File: config.mk
export PLATFORM = sky130hd
export DESIGN_NAME = serial_message_mailbox_router_core_flat
export DESIGN_NICKNAME = d
export VERILOG_FILES = /design/src/hw/rtl/smmr_pkg.sv /design/src/hw/rtl/smmr_if.sv /design/src/hw/rtl/serial_message_mailbox_router_core.sv /design/src/flat_wrapper.sv
export VERILOG_INCLUDE_DIRS = /design/src /design/src/hw/rtl
export SDC_FILE = /design/constraint.sdc
export NUM_CORES = 1
export LEC_CHECK = 0
export ABC_AREA = 1
export BUFFER_PORTS_ARGS = -buffer_cell sky130_fd_sc_hd__buf_2
export CAP_MARGIN = 20
export CORE_AREA = 2 2 272 274
export DETAILED_ROUTE_END_ITERATION = 10
export DIE_AREA = 0 0 274 276
export GPL_ROUTABILITY_DRIVEN = 0
export SETUP_SLACK_MARGIN = 0.2
export SYNTH_ARGS = -nofsm -noshare
export SYNTH_HDL_FRONTEND = slang
export SYNTH_SLANG_ARGS = --single-unit
export TNS_END_PERCENT = 5
File: constraint.sdc
create_clock -name clock -period 5.76 [get_ports clock]
set_input_delay 1.152 -clock clock [delete_from_list [all_inputs] [get_ports clock]]
set_output_delay 1.152 -clock clock [all_outputs]
set_load 0.02 [all_outputs]
File: src/hw/rtl/serial_message_mailbox_router_core_defines.svh
// Assertion macros for the serial message mailbox router.
// Included by the RTL files that carry concurrent assertions; needs no package.
`ifndef SERIAL_MESSAGE_MAILBOX_ROUTER_CORE_DEFINES_SVH
`define SERIAL_MESSAGE_MAILBOX_ROUTER_CORE_DEFINES_SVH

// The condition must imply the consequence in the same cycle.
`define SMMR_ASSERT_IMP(label, ante, cons) \
   label: assert property (@(posedge clock) disable iff (reset) (ante) |-> (cons)) \
      else $error("smmr assertion failed");

// The condition must imply the consequence in the next cycle.
`define SMMR_ASSERT_NEXT(label, ante, cons) \
   label: assert property (@(posedge clock) disable iff (reset) (ante) |=> (cons)) \
      else $error("smmr assertion failed");

`endif

File: src/hw/rtl/smmr_pkg.sv
// Shared types and constants of the serial message mailbox router.
// Used by the channel interfaces and the core; depends on nothing.
package smmr_pkg;

   typedef logic [7:0] byte_type;
   typedef logic [1:0] bank_type;

   localparam int CSR_INDEX_W = 2;

   localparam logic [CSR_INDEX_W-1:0] REG_OWN_ID   = 2'd0;
   localparam logic [CSR_INDEX_W-1:0] REG_PEER_ONE = 2'd1;
   localparam logic [CSR_INDEX_W-1:0] REG_PEER_TWO = 2'd2;

   localparam byte_type CH_END      = 8'h20;
   localparam byte_type CH_POLL_ONE = 8'h54;
   localparam byte_type CH_POLL_TWO = 8'h44;
   localparam byte_type CH_ON       = 8'h4F;
   localparam byte_type CH_OFF      = 8'h46;
   localparam byte_type CH_LAMP     = 8'h33;

   localparam byte_type OWN_ID_RESET   = 8'd52;
   localparam byte_type PEER_ONE_RESET = 8'd49;
   localparam byte_type PEER_TWO_RESET = 8'd50;

   localparam bank_type BANK_LINE  = 2'd0;
   localparam bank_type BANK_BOX1  = 2'd1;
   localparam bank_type BANK_BOX2  = 2'd2;
   localparam bank_type BANK_SPARE = 2'd3;

endpackage

File: src/hw/rtl/smmr_if.sv
// Valid/ready channel interfaces of the serial message mailbox router.
// Depends on smmr_pkg for field types and widths.
interface smmr_req_if;
   import smmr_pkg::*;
   logic     valid;
   logic     ready;
   byte_type rx_byte;
   modport source (output valid, output rx_byte, input ready);
   modport sink (input valid, input rx_byte, output ready);
endinterface

interface smmr_rsp_if;
   import smmr_pkg::*;
   logic     valid;
   logic     ready;
   logic     out_kind;
   byte_type out_byte;
   logic     lamp_on;
   logic     last;
   modport source (output valid, output out_kind, output out_byte, output lamp_on,
                   output last, input ready);
   modport sink (input valid, input out_kind, input out_byte, input lamp_on,
                 input last, output ready);
endinterface

interface smmr_csr_if;
   import smmr_pkg::*;
   logic                   valid;
   logic                   ready;
   logic [CSR_INDEX_W-1:0] index;
   byte_type               data;
   modport source (output valid, output index, output data, input ready);
   modport sink (input valid, input index, input data, output ready);
endinterface

File: src/hw/rtl/serial_message_mailbox_router_core.sv
// A line's first result, if any, comes from the output register after the ending space
// transfer has loaded the sequencer. Throughput: one byte per cycle while no space waits;
// results leave at one per cycle from the buffer memory port unless rsp_ch stalls.
// A space waits while an earlier line still issues results.
// Reset is synchronous; buffer memory contents are not cleared, fill counts guard them.
`include "serial_message_mailbox_router_core_defines.svh"

module serial_message_mailbox_router_core #(
   parameter int LINE_BYTES = 15
) (
   input logic        clock,
   input logic        reset,
   smmr_req_if.sink   req_ch,
   smmr_rsp_if.source rsp_ch,
   smmr_csr_if.sink   csr_ch
);
   import smmr_pkg::*;

   localparam int CNT_W     = $clog2(LINE_BYTES + 1);
   localparam int IDX_W     = $clog2(LINE_BYTES);
   localparam int MEM_DEPTH = 4 << IDX_W;
   localparam logic [CNT_W-1:0] CNT_FULL = CNT_W'(LINE_BYTES);

   // Configuration registers.
   byte_type own_id_ff, peer_one_ff, peer_two_ff;

   // Line collection state.
   logic [CNT_W-1:0] count_ff, count_in;
   logic [CNT_W-1:0] tlen_ff, tlen_in;
   logic             zero_seen_ff, zero_seen_in;
   byte_type         byte0_ff, byte0_in, byte2_ff, byte2_in, byte4_ff, byte4_in;

   // Mailbox lengths and the bank map of the buffer memory.
   logic [CNT_W-1:0] box1_len_ff, box1_len_in, box2_len_ff, box2_len_in;
   bank_type         line_bank_ff, line_bank_in, box1_bank_ff, box1_bank_in;
   bank_type         box2_bank_ff, box2_bank_in, spare_bank_ff, spare_bank_in;

   // Result sequencer.
   logic             busy_ff, busy_in;
   logic             emit_lamp_ff, emit_lamp_in, emit_level_ff, emit_level_in;
   bank_type         emit_bank_ff, emit_bank_in;
   logic [CNT_W-1:0] emit_idx_ff, emit_idx_in, emit_len_ff, emit_len_in;

   // Output register; the memory read register holds the transmit byte.
   logic     rsp_valid_ff, rsp_valid_in, rsp_kind_ff, rsp_kind_in;
   logic     rsp_lamp_ff, rsp_lamp_in, rsp_last_ff, rsp_last_in;
   byte_type rdata_ff;

   byte_type mem [MEM_DEPTH];

   logic             req_fire, line_end, store_ok, wr_en, out_free, advance, rd_en;
   logic             emit_last, banks_distinct;
   byte_type         rx, b0_eff, b2_eff, b4_eff;
   logic [CNT_W-1:0] tlen_eff;

   assign rx       = req_ch.rx_byte;
   assign req_ch.ready = !busy_ff || (rx != CH_END);
   assign req_fire = req_ch.valid && req_ch.ready;
   assign line_end = req_fire && (rx == CH_END);
   assign store_ok = count_ff < CNT_FULL;
   assign wr_en    = req_fire && store_ok;

   assign b0_eff   = (store_ok && count_ff == CNT_W'(0)) ? rx : byte0_ff;
   assign b2_eff   = (store_ok && count_ff == CNT_W'(2)) ? rx : byte2_ff;
   assign b4_eff   = (store_ok && count_ff == CNT_W'(4)) ? rx : byte4_ff;
   assign tlen_eff = (store_ok && !zero_seen_ff && rx != 8'h00) ?
                     CNT_W'(tlen_ff + 1'b1) : tlen_ff;

   assign out_free  = !rsp_valid_ff || rsp_ch.ready;
   assign advance   = busy_ff && out_free;
   assign rd_en     = advance && !emit_lamp_ff;
   assign emit_last = CNT_W'(emit_idx_ff + 1'b1) == emit_len_ff;

   assign banks_distinct = line_bank_ff != box1_bank_ff && line_bank_ff != box2_bank_ff
                           && line_bank_ff != spare_bank_ff && box1_bank_ff != box2_bank_ff
                           && box1_bank_ff != spare_bank_ff && box2_bank_ff != spare_bank_ff;

   assign csr_ch.ready = 1'b1;

   always_ff @(posedge clock) begin
      if (reset) begin
         own_id_ff   <= OWN_ID_RESET;
         peer_one_ff <= PEER_ONE_RESET;
         peer_two_ff <= PEER_TWO_RESET;
      end else if (csr_ch.valid) begin
         unique case (csr_ch.index)
            REG_OWN_ID:   own_id_ff   <= csr_ch.data;
            REG_PEER_ONE: peer_one_ff <= csr_ch.data;
            REG_PEER_TWO: peer_two_ff <= csr_ch.data;
            default: begin
            end
         endcase
      end
   end

   always_comb begin
      count_in      = count_ff;
      tlen_in       = tlen_ff;
      zero_seen_in  = zero_seen_ff;
      byte0_in      = byte0_ff;
      byte2_in      = byte2_ff;
      byte4_in      = byte4_ff;
      box1_len_in   = box1_len_ff;
      box2_len_in   = box2_len_ff;
      line_bank_in  = line_bank_ff;
      box1_bank_in  = box1_bank_ff;
      box2_bank_in  = box2_bank_ff;
      spare_bank_in = spare_bank_ff;
      busy_in       = busy_ff;
      emit_lamp_in  = emit_lamp_ff;
      emit_level_in = emit_level_ff;
      emit_bank_in  = emit_bank_ff;
      emit_idx_in   = emit_idx_ff;
      emit_len_in   = emit_len_ff;
      rsp_valid_in  = rsp_valid_ff && !rsp_ch.ready;
      rsp_kind_in   = rsp_kind_ff;
      rsp_lamp_in   = rsp_lamp_ff;
      rsp_last_in   = rsp_last_ff;

      if (advance) begin
         rsp_valid_in = 1'b1;
         rsp_kind_in  = emit_lamp_ff;
         rsp_lamp_in  = emit_lamp_ff && emit_level_ff;
         rsp_last_in  = emit_last;
         emit_idx_in  = CNT_W'(emit_idx_ff + 1'b1);
         busy_in      = !emit_last;
      end

      if (wr_en) begin
         count_in     = CNT_W'(count_ff + 1'b1);
         tlen_in      = tlen_eff;
         zero_seen_in = zero_seen_ff || (rx == 8'h00);
         byte0_in     = b0_eff;
         byte2_in     = b2_eff;
         byte4_in     = b4_eff;
      end

      if (line_end) begin
         count_in     = '0;
         tlen_in      = '0;
         zero_seen_in = 1'b0;
         byte0_in     = 8'h00;
         byte2_in     = 8'h00;
         byte4_in     = 8'h00;
         emit_idx_in  = '0;
         emit_lamp_in = 1'b0;
         emit_bank_in = line_bank_ff;
         emit_len_in  = tlen_eff;
         priority if (b0_eff == peer_one_ff && b2_eff == own_id_ff) begin
            box1_len_in  = tlen_eff;
            box1_bank_in = line_bank_ff;
            line_bank_in = box1_bank_ff;
         end else if (b0_eff == peer_two_ff && b2_eff == own_id_ff) begin
            box2_len_in  = tlen_eff;
            box2_bank_in = line_bank_ff;
            line_bank_in = box2_bank_ff;
         end else if (b0_eff != own_id_ff) begin
         end else if (b2_eff == peer_one_ff && b4_eff == CH_POLL_ONE
                      && box1_len_ff != '0) begin
            busy_in      = 1'b1;
            emit_bank_in = box1_bank_ff;
            emit_len_in  = box1_len_ff;
            box1_len_in  = '0;
         end else if (b2_eff == peer_two_ff && b4_eff == CH_POLL_TWO
                      && box2_len_ff != '0) begin
            busy_in      = 1'b1;
            emit_bank_in = box2_bank_ff;
            emit_len_in  = box2_len_ff;
            box2_len_in  = '0;
         end else if (b2_eff == CH_LAMP && (b4_eff == CH_ON || b4_eff == CH_OFF)) begin
            busy_in       = 1'b1;
            emit_lamp_in  = 1'b1;
            emit_level_in = (b4_eff == CH_ON);
            emit_len_in   = CNT_W'(1);
         end else if ((b2_eff == peer_one_ff && b4_eff == CH_POLL_ONE)
                      || (b2_eff == peer_two_ff && b4_eff == CH_POLL_TWO)
                      || ((b2_eff == peer_one_ff || b2_eff == peer_two_ff)
                          && (b4_eff == CH_ON || b4_eff == CH_OFF))) begin
            // The finished line is echoed; new bytes go to the spare bank meanwhile.
            busy_in       = tlen_eff != '0;
            line_bank_in  = spare_bank_ff;
            spare_bank_in = line_bank_ff;
         end else begin
         end
      end
   end

   always_ff @(posedge clock) begin
      if (reset) begin
         count_ff      <= '0;
         tlen_ff       <= '0;
         zero_seen_ff  <= 1'b0;
         byte0_ff      <= 8'h00;
         byte2_ff      <= 8'h00;
         byte4_ff      <= 8'h00;
         box1_len_ff   <= '0;
         box2_len_ff   <= '0;
         line_bank_ff  <= BANK_LINE;
         box1_bank_ff  <= BANK_BOX1;
         box2_bank_ff  <= BANK_BOX2;
         spare_bank_ff <= BANK_SPARE;
         busy_ff       <= 1'b0;
         rsp_valid_ff  <= 1'b0;
      end else begin
         count_ff      <= count_in;
         tlen_ff       <= tlen_in;
         zero_seen_ff  <= zero_seen_in;
         byte0_ff      <= byte0_in;
         byte2_ff      <= byte2_in;
         byte4_ff      <= byte4_in;
         box1_len_ff   <= box1_len_in;
         box2_len_ff   <= box2_len_in;
         line_bank_ff  <= line_bank_in;
         box1_bank_ff  <= box1_bank_in;
         box2_bank_ff  <= box2_bank_in;
         spare_bank_ff <= spare_bank_in;
         busy_ff       <= busy_in;
         rsp_valid_ff  <= rsp_valid_in;
      end
   end

   always_ff @(posedge clock) begin
      emit_lamp_ff  <= emit_lamp_in;
      emit_level_ff <= emit_level_in;
      emit_bank_ff  <= emit_bank_in;
      emit_idx_ff   <= emit_idx_in;
      emit_len_ff   <= emit_len_in;
      rsp_kind_ff   <= rsp_kind_in;
      rsp_lamp_ff   <= rsp_lamp_in;
      rsp_last_ff   <= rsp_last_in;
   end

   always_ff @(posedge clock) begin
      if (wr_en) begin
         mem[{line_bank_ff, count_ff[IDX_W-1:0]}] <= rx;
      end
   end

   always_ff @(posedge clock) begin
      if (rd_en) begin
         rdata_ff <= mem[{emit_bank_ff, emit_idx_ff[IDX_W-1:0]}];
      end
   end

   assign rsp_ch.valid    = rsp_valid_ff;
   assign rsp_ch.out_kind = rsp_kind_ff;
   assign rsp_ch.out_byte = rsp_kind_ff ? 8'h00 : rdata_ff;
   assign rsp_ch.lamp_on  = rsp_lamp_ff;
   assign rsp_ch.last     = rsp_last_ff;

   `SMMR_ASSERT_IMP(a_banks_distinct, 1'b1, banks_distinct)
   `SMMR_ASSERT_IMP(a_no_end_while_busy, req_fire && (rx == CH_END), !busy_ff)
   `SMMR_ASSERT_IMP(a_emit_in_range, busy_ff, emit_idx_ff < emit_len_ff)
   `SMMR_ASSERT_IMP(a_lamp_result_form, rsp_valid_ff && rsp_kind_ff, rsp_last_ff)
   `SMMR_ASSERT_NEXT(a_line_restarts, line_end, count_ff == '0)

endmodule

File: src/flat_wrapper.sv
// flat-port wrapper written by rule: the top's interface ports become plain ports
module serial_message_mailbox_router_core_flat import smmr_pkg::*;
#(
   parameter int LINE_BYTES = 15
)
  (clock, reset, req_ch_valid, req_ch_rx_byte, req_ch_ready, rsp_ch_valid, rsp_ch_out_kind, rsp_ch_out_byte, rsp_ch_lamp_on, rsp_ch_last, rsp_ch_ready, csr_ch_valid, csr_ch_index, csr_ch_data, csr_ch_ready);
  smmr_req_if req_ch_i ();
  smmr_rsp_if rsp_ch_i ();
  smmr_csr_if csr_ch_i ();
  input logic clock;
  input logic reset;
  input wire logic [$bits(req_ch_i.valid)-1:0] req_ch_valid;
  input wire logic [$bits(req_ch_i.rx_byte)-1:0] req_ch_rx_byte;
  output wire logic [$bits(req_ch_i.ready)-1:0] req_ch_ready;
  output wire logic [$bits(rsp_ch_i.valid)-1:0] rsp_ch_valid;
  output wire logic [$bits(rsp_ch_i.out_kind)-1:0] rsp_ch_out_kind;
  output wire logic [$bits(rsp_ch_i.out_byte)-1:0] rsp_ch_out_byte;
  output wire logic [$bits(rsp_ch_i.lamp_on)-1:0] rsp_ch_lamp_on;
  output wire logic [$bits(rsp_ch_i.last)-1:0] rsp_ch_last;
  input wire logic [$bits(rsp_ch_i.ready)-1:0] rsp_ch_ready;
  input wire logic [$bits(csr_ch_i.valid)-1:0] csr_ch_valid;
  input wire logic [$bits(csr_ch_i.index)-1:0] csr_ch_index;
  input wire logic [$bits(csr_ch_i.data)-1:0] csr_ch_data;
  output wire logic [$bits(csr_ch_i.ready)-1:0] csr_ch_ready;
  assign req_ch_i.valid = req_ch_valid;
  assign req_ch_i.rx_byte = req_ch_rx_byte;
  assign req_ch_ready = req_ch_i.ready;
  assign rsp_ch_valid = rsp_ch_i.valid;
  assign rsp_ch_out_kind = rsp_ch_i.out_kind;
  assign rsp_ch_out_byte = rsp_ch_i.out_byte;
  assign rsp_ch_lamp_on = rsp_ch_i.lamp_on;
  assign rsp_ch_last = rsp_ch_i.last;
  assign rsp_ch_i.ready = rsp_ch_ready;
  assign csr_ch_i.valid = csr_ch_valid;
  assign csr_ch_i.index = csr_ch_index;
  assign csr_ch_i.data = csr_ch_data;
  assign csr_ch_ready = csr_ch_i.ready;
  serial_message_mailbox_router_core #(.LINE_BYTES(LINE_BYTES)) u_core (.clock(clock), .reset(reset), .req_ch(req_ch_i), .rsp_ch(rsp_ch_i), .csr_ch(csr_ch_i));
endmodule
==> run_results.csv <==
group,metric,value,unit
timing,finalMaxSlewViolations,0,
clock_tree,cts_max_level,3,
critical_path,r2r_cells,9,
power,seqPwrFrac,49.8,%
clock_tree,clkTransAtPathRegs,0.06,ns
global_routing,grt_remaining_overflow,0,
logic_synthesis,netlist_instances,2390,
placed_design,dp_hpwl,45.1,mm
detailed_routing,wl_per_cell,21.2,um
power,p_leak,9.77,nW
timing,period_minus_slack,4.35,ns
timing,clock-skew-final,0.0156,ns
critical_path,worstPathMaxFanout,40,
global_routing,grt_pass1_wl,108,mm
detailed_routing,antenna_left,0,
floorplanning,rows,99,
clock_tree,cts_resized,0,
timing,setup-tns-final,0,ns
logic_synthesis,synth-edff-count,531,
placed_design,port-buffer-count,35,
cells_and_area,n_antenna_cell,0,
detailed_routing,drtIter0Drc,2275,
critical_path,cp.arrival,4.58,ns
clock_tree,worstSkewPairLatency,0.60,ns
global_routing,grt.total_usage,18.8,%
logic_synthesis,synth_nets,2418,
detailed_routing,viasPerCell,5.43,
outcome,status,"completed",
placed_design,placed_area,26900,um^2
cells_and_area,areaGrowthSynthToFinish,12.4,%
timing,rsz0062_at_grt,"false",
clock_tree,post_cts_buffers,0,
timing,post-route-period-util,75.6,%
logic_synthesis,yosysUniqueCellTypes,45,
floorplanning,dieHeight,276,um
clock_tree,cts_buffers,66,
cells_and_area,final_nets,2410,
clock_tree,ctsHoldBuffers,0,
power,power.net_switching,2.27,mW
min_path,hp-class,"reg2reg",
timing,fmax,230,MHz
detailed_routing,routed_wl,71.8,mm
logic_synthesis,netlist_area,25900,um^2
floorplanning,start_util,35.7,%
global_routing,grt_max_degree,110,
detailed_routing,vias,18404,
cells_and_area,layout.cells.non_filler,3392,
power,internal_power,7.51,mW
cells_and_area,final_area,29100,um^2
floorplanning,io_pins,37,
placed_design,place_inst,3273,
floorplanning,core_area,72600,um^2
cells_and_area,finish.utilization,40.1,%
floorplanning,die-area,75600,um^2
timing,hold_viol,0,
logic_synthesis,synth-seq-cells,610,
logic_synthesis,synthTopCellsByArea,"edfxtp_1 62%, o21ai_0 7.3%, nor2_1 6.5%",
flow_run,max_cap_viol_count,0,
timing,tightest_slew,1.08,ns
power,finalPower,9.78,mW
timing,setup_viol,0,
clock_tree,cts_buffer_depth,3,
clock_tree,cts_root_buf,"clkbuf_16",
critical_path,required,5.98,ns
cells_and_area,drive_above_1_share,8.71,%
clock_tree,cts_tree,"built",
critical_path,path_class,"in2reg",
floorplanning,die_w,274,um
critical_path,setup.worst_path.end_class,"flop",
critical_path,cp-start-kind,"input port",
power,swShare,23.2,%
power,clockPowerShare,43.7,%
logic_synthesis,synth_top_area_share,61.6,%
global_routing,antenna_found_initial,0,
logic_synthesis,synth_flop_cell,"edfxtp_1",
power,ir_worst_vdd,0.236,mV
power,power_frac_comb,6.6,%
clock_tree,cts_num_sinks,610,
global_routing,grt_pass1_vias,17961,
logic_synthesis,async_reset_ff_share,0,%
detailed_routing,drc_errors,0,
min_path,hold_depth,1,
logic_synthesis,synth_largest_area_cell,"edfxtp_1",
logic_synthesis,synth-seq-area-share,67.7,%
timing,slew_headroom,27.5,%
logic_synthesis,syn_area_per_cell,10.8,um^2
detailed_routing,first_pass_iters,6,
power,power_density,336,nW/um^2
logic_synthesis,yosys_warnings,0,
==> through the flow <==
step	hold WS [ns]	setup slack [ns]
global placement	0.450	0.751
detailed placement	0.454	0.808
global route	0.477	1.23
CTS	0.466	1.41
finish	0.465	1.41
floorplan	0.441	2.57
==> cell families after synthesis <==
logic type,Yosys count,share of synthesized area [%]
compound gates,648,14.0
xor+xnor,12,0.406
fa+ha+maj,5,0.242
buf+inv,263,4.20
flops,610,67.7
other cells,1,0.0145
simple gates,851,13.5
==> metal layers <==
layer | global-route usage (%) | part of all wire [%] | vias to the layer above
met3 | 3.16 | 7.4 | 153
met4 | 6.47 | 3.3 | 0
met2 | 30.1 | 46 | 835
met1 | 25.7 | 43 | 8897
met5 | 0 | 0 | -
li1 | - | - | 8519
==> worst max-delay path, stage by stage <==
cell	delay, ns
buf_2	0.29
inv_1	0.15
nand4_1	0.14
nor4_1	0.09
nand2_1	0.10
nand3_1	0.06
buf_4	0.24
inv_1	0.09
buf_4	0.35
nand4_1	0.92
nor2_1	0.94
==> final cells by class <==
class | instances | area (um^2)
timing repair buffer | 63 | 423
fill | 6931 | 43500
inverter | 124 | 470
sequential | 610 | 17500
multi-input combinational | 1517 | 7280
tap | 959 | 1200
clock inverter | 37 | 413
clock buffer | 82 | 1770
==> registers in the layout (all words and copies together) (netlist names), 2 cells and up <==
register,cells
u_core.line_bank_ff,2
u_core.emit_idx_ff,4
u_core.byte0_ff,8
u_core.box2_len_ff,4
u_core.count_ff,4
u_core.emit_len_ff,4
u_core.byte2_ff,8
u_core.byte4_ff,8
u_core.box1_bank_ff,2
u_core.spare_bank_ff,2
u_core.box1_len_ff,4
u_core.own_id_ff,8
u_core.peer_one_ff,8
u_core.tlen_ff,4
u_core.box2_bank_ff,2
u_core.emit_bank_ff,2
u_core.rdata_ff,8
u_core.peer_two_ff,8
u_core.mem,512
==> power by group through the flow <==
stage | clock, mW | combinational (mW) | sequential, mW
finish | 4.27 | 0.641 | 4.86
global route | 4.49 | 0.706 | 4.87
CTS | 4.32 | 0.635 | 4.86
detailed placement | 0 | 0.633 | 4.96
global placement | 0 | 0.629 | 4.96
floorplan | 0 | 0.394 | 4.94
==> path summary, 6_finish.rpt <==
path	from	end	slack, ns
min reg2reg	u_core.zero_seen_ff	u_core.zero_seen_ff	0.47
max reg2reg	u_core.count_ff[3]	u_core.mem[56][4]	1.94
min	u_core.zero_seen_ff	u_core.zero_seen_ff	0.47
max	req_ch_rx_byte[1]	u_core.mem[56][4]	1.41
==> Yosys cell counts (4+ instances only) <==
library cell	count
a21oi_1	61
a31oi_1	6
buf_4	4
buf_6	8
clkbuf_1	119
dfxtp_1	79
edfxtp_1	531
ha_1	5
inv_1	115
inv_2	7
nand2_1	275
nand2_2	11
nand3_1	71
nand3_2	4
nand4_1	14
nor2_1	446
nor2_4	5
nor3_1	10
o211ai_1	23
o21ai_0	378
o21ai_1	5
o21ai_2	6
o221ai_1	14
o22ai_1	139
o32ai_1	5
or2_2	4
xor2_1	10
==> layout by cell type (no fill, tap or decap), drive strengths merged, types with 5 or more instances in the layout <==
| cell | Yosys | layout |
|---|---|---|
| a21oi | 63 | 63 |
| a31oi | 6 | 6 |
| buf | 17 | 63 |
| bufinv | 0 | 7 |
| clkbuf | 122 | 82 |
| clkinv | 2 | 21 |
| clkinvlp | 0 | 6 |
| dfxtp | 79 | 79 |
| edfxtp | 531 | 531 |
| ha | 5 | 5 |
| inv | 122 | 127 |
| nand2 | 288 | 288 |
| nand3 | 76 | 76 |
| nand4 | 16 | 16 |
| nor2 | 454 | 454 |
| nor3 | 10 | 10 |
| o211ai | 24 | 24 |
| o21ai | 389 | 389 |
| o221ai | 14 | 14 |
| o22ai | 139 | 139 |
| o32ai | 5 | 5 |
| xor2 | 10 | 10 |
Note: power is estimated with default switching activity, not from simulation.
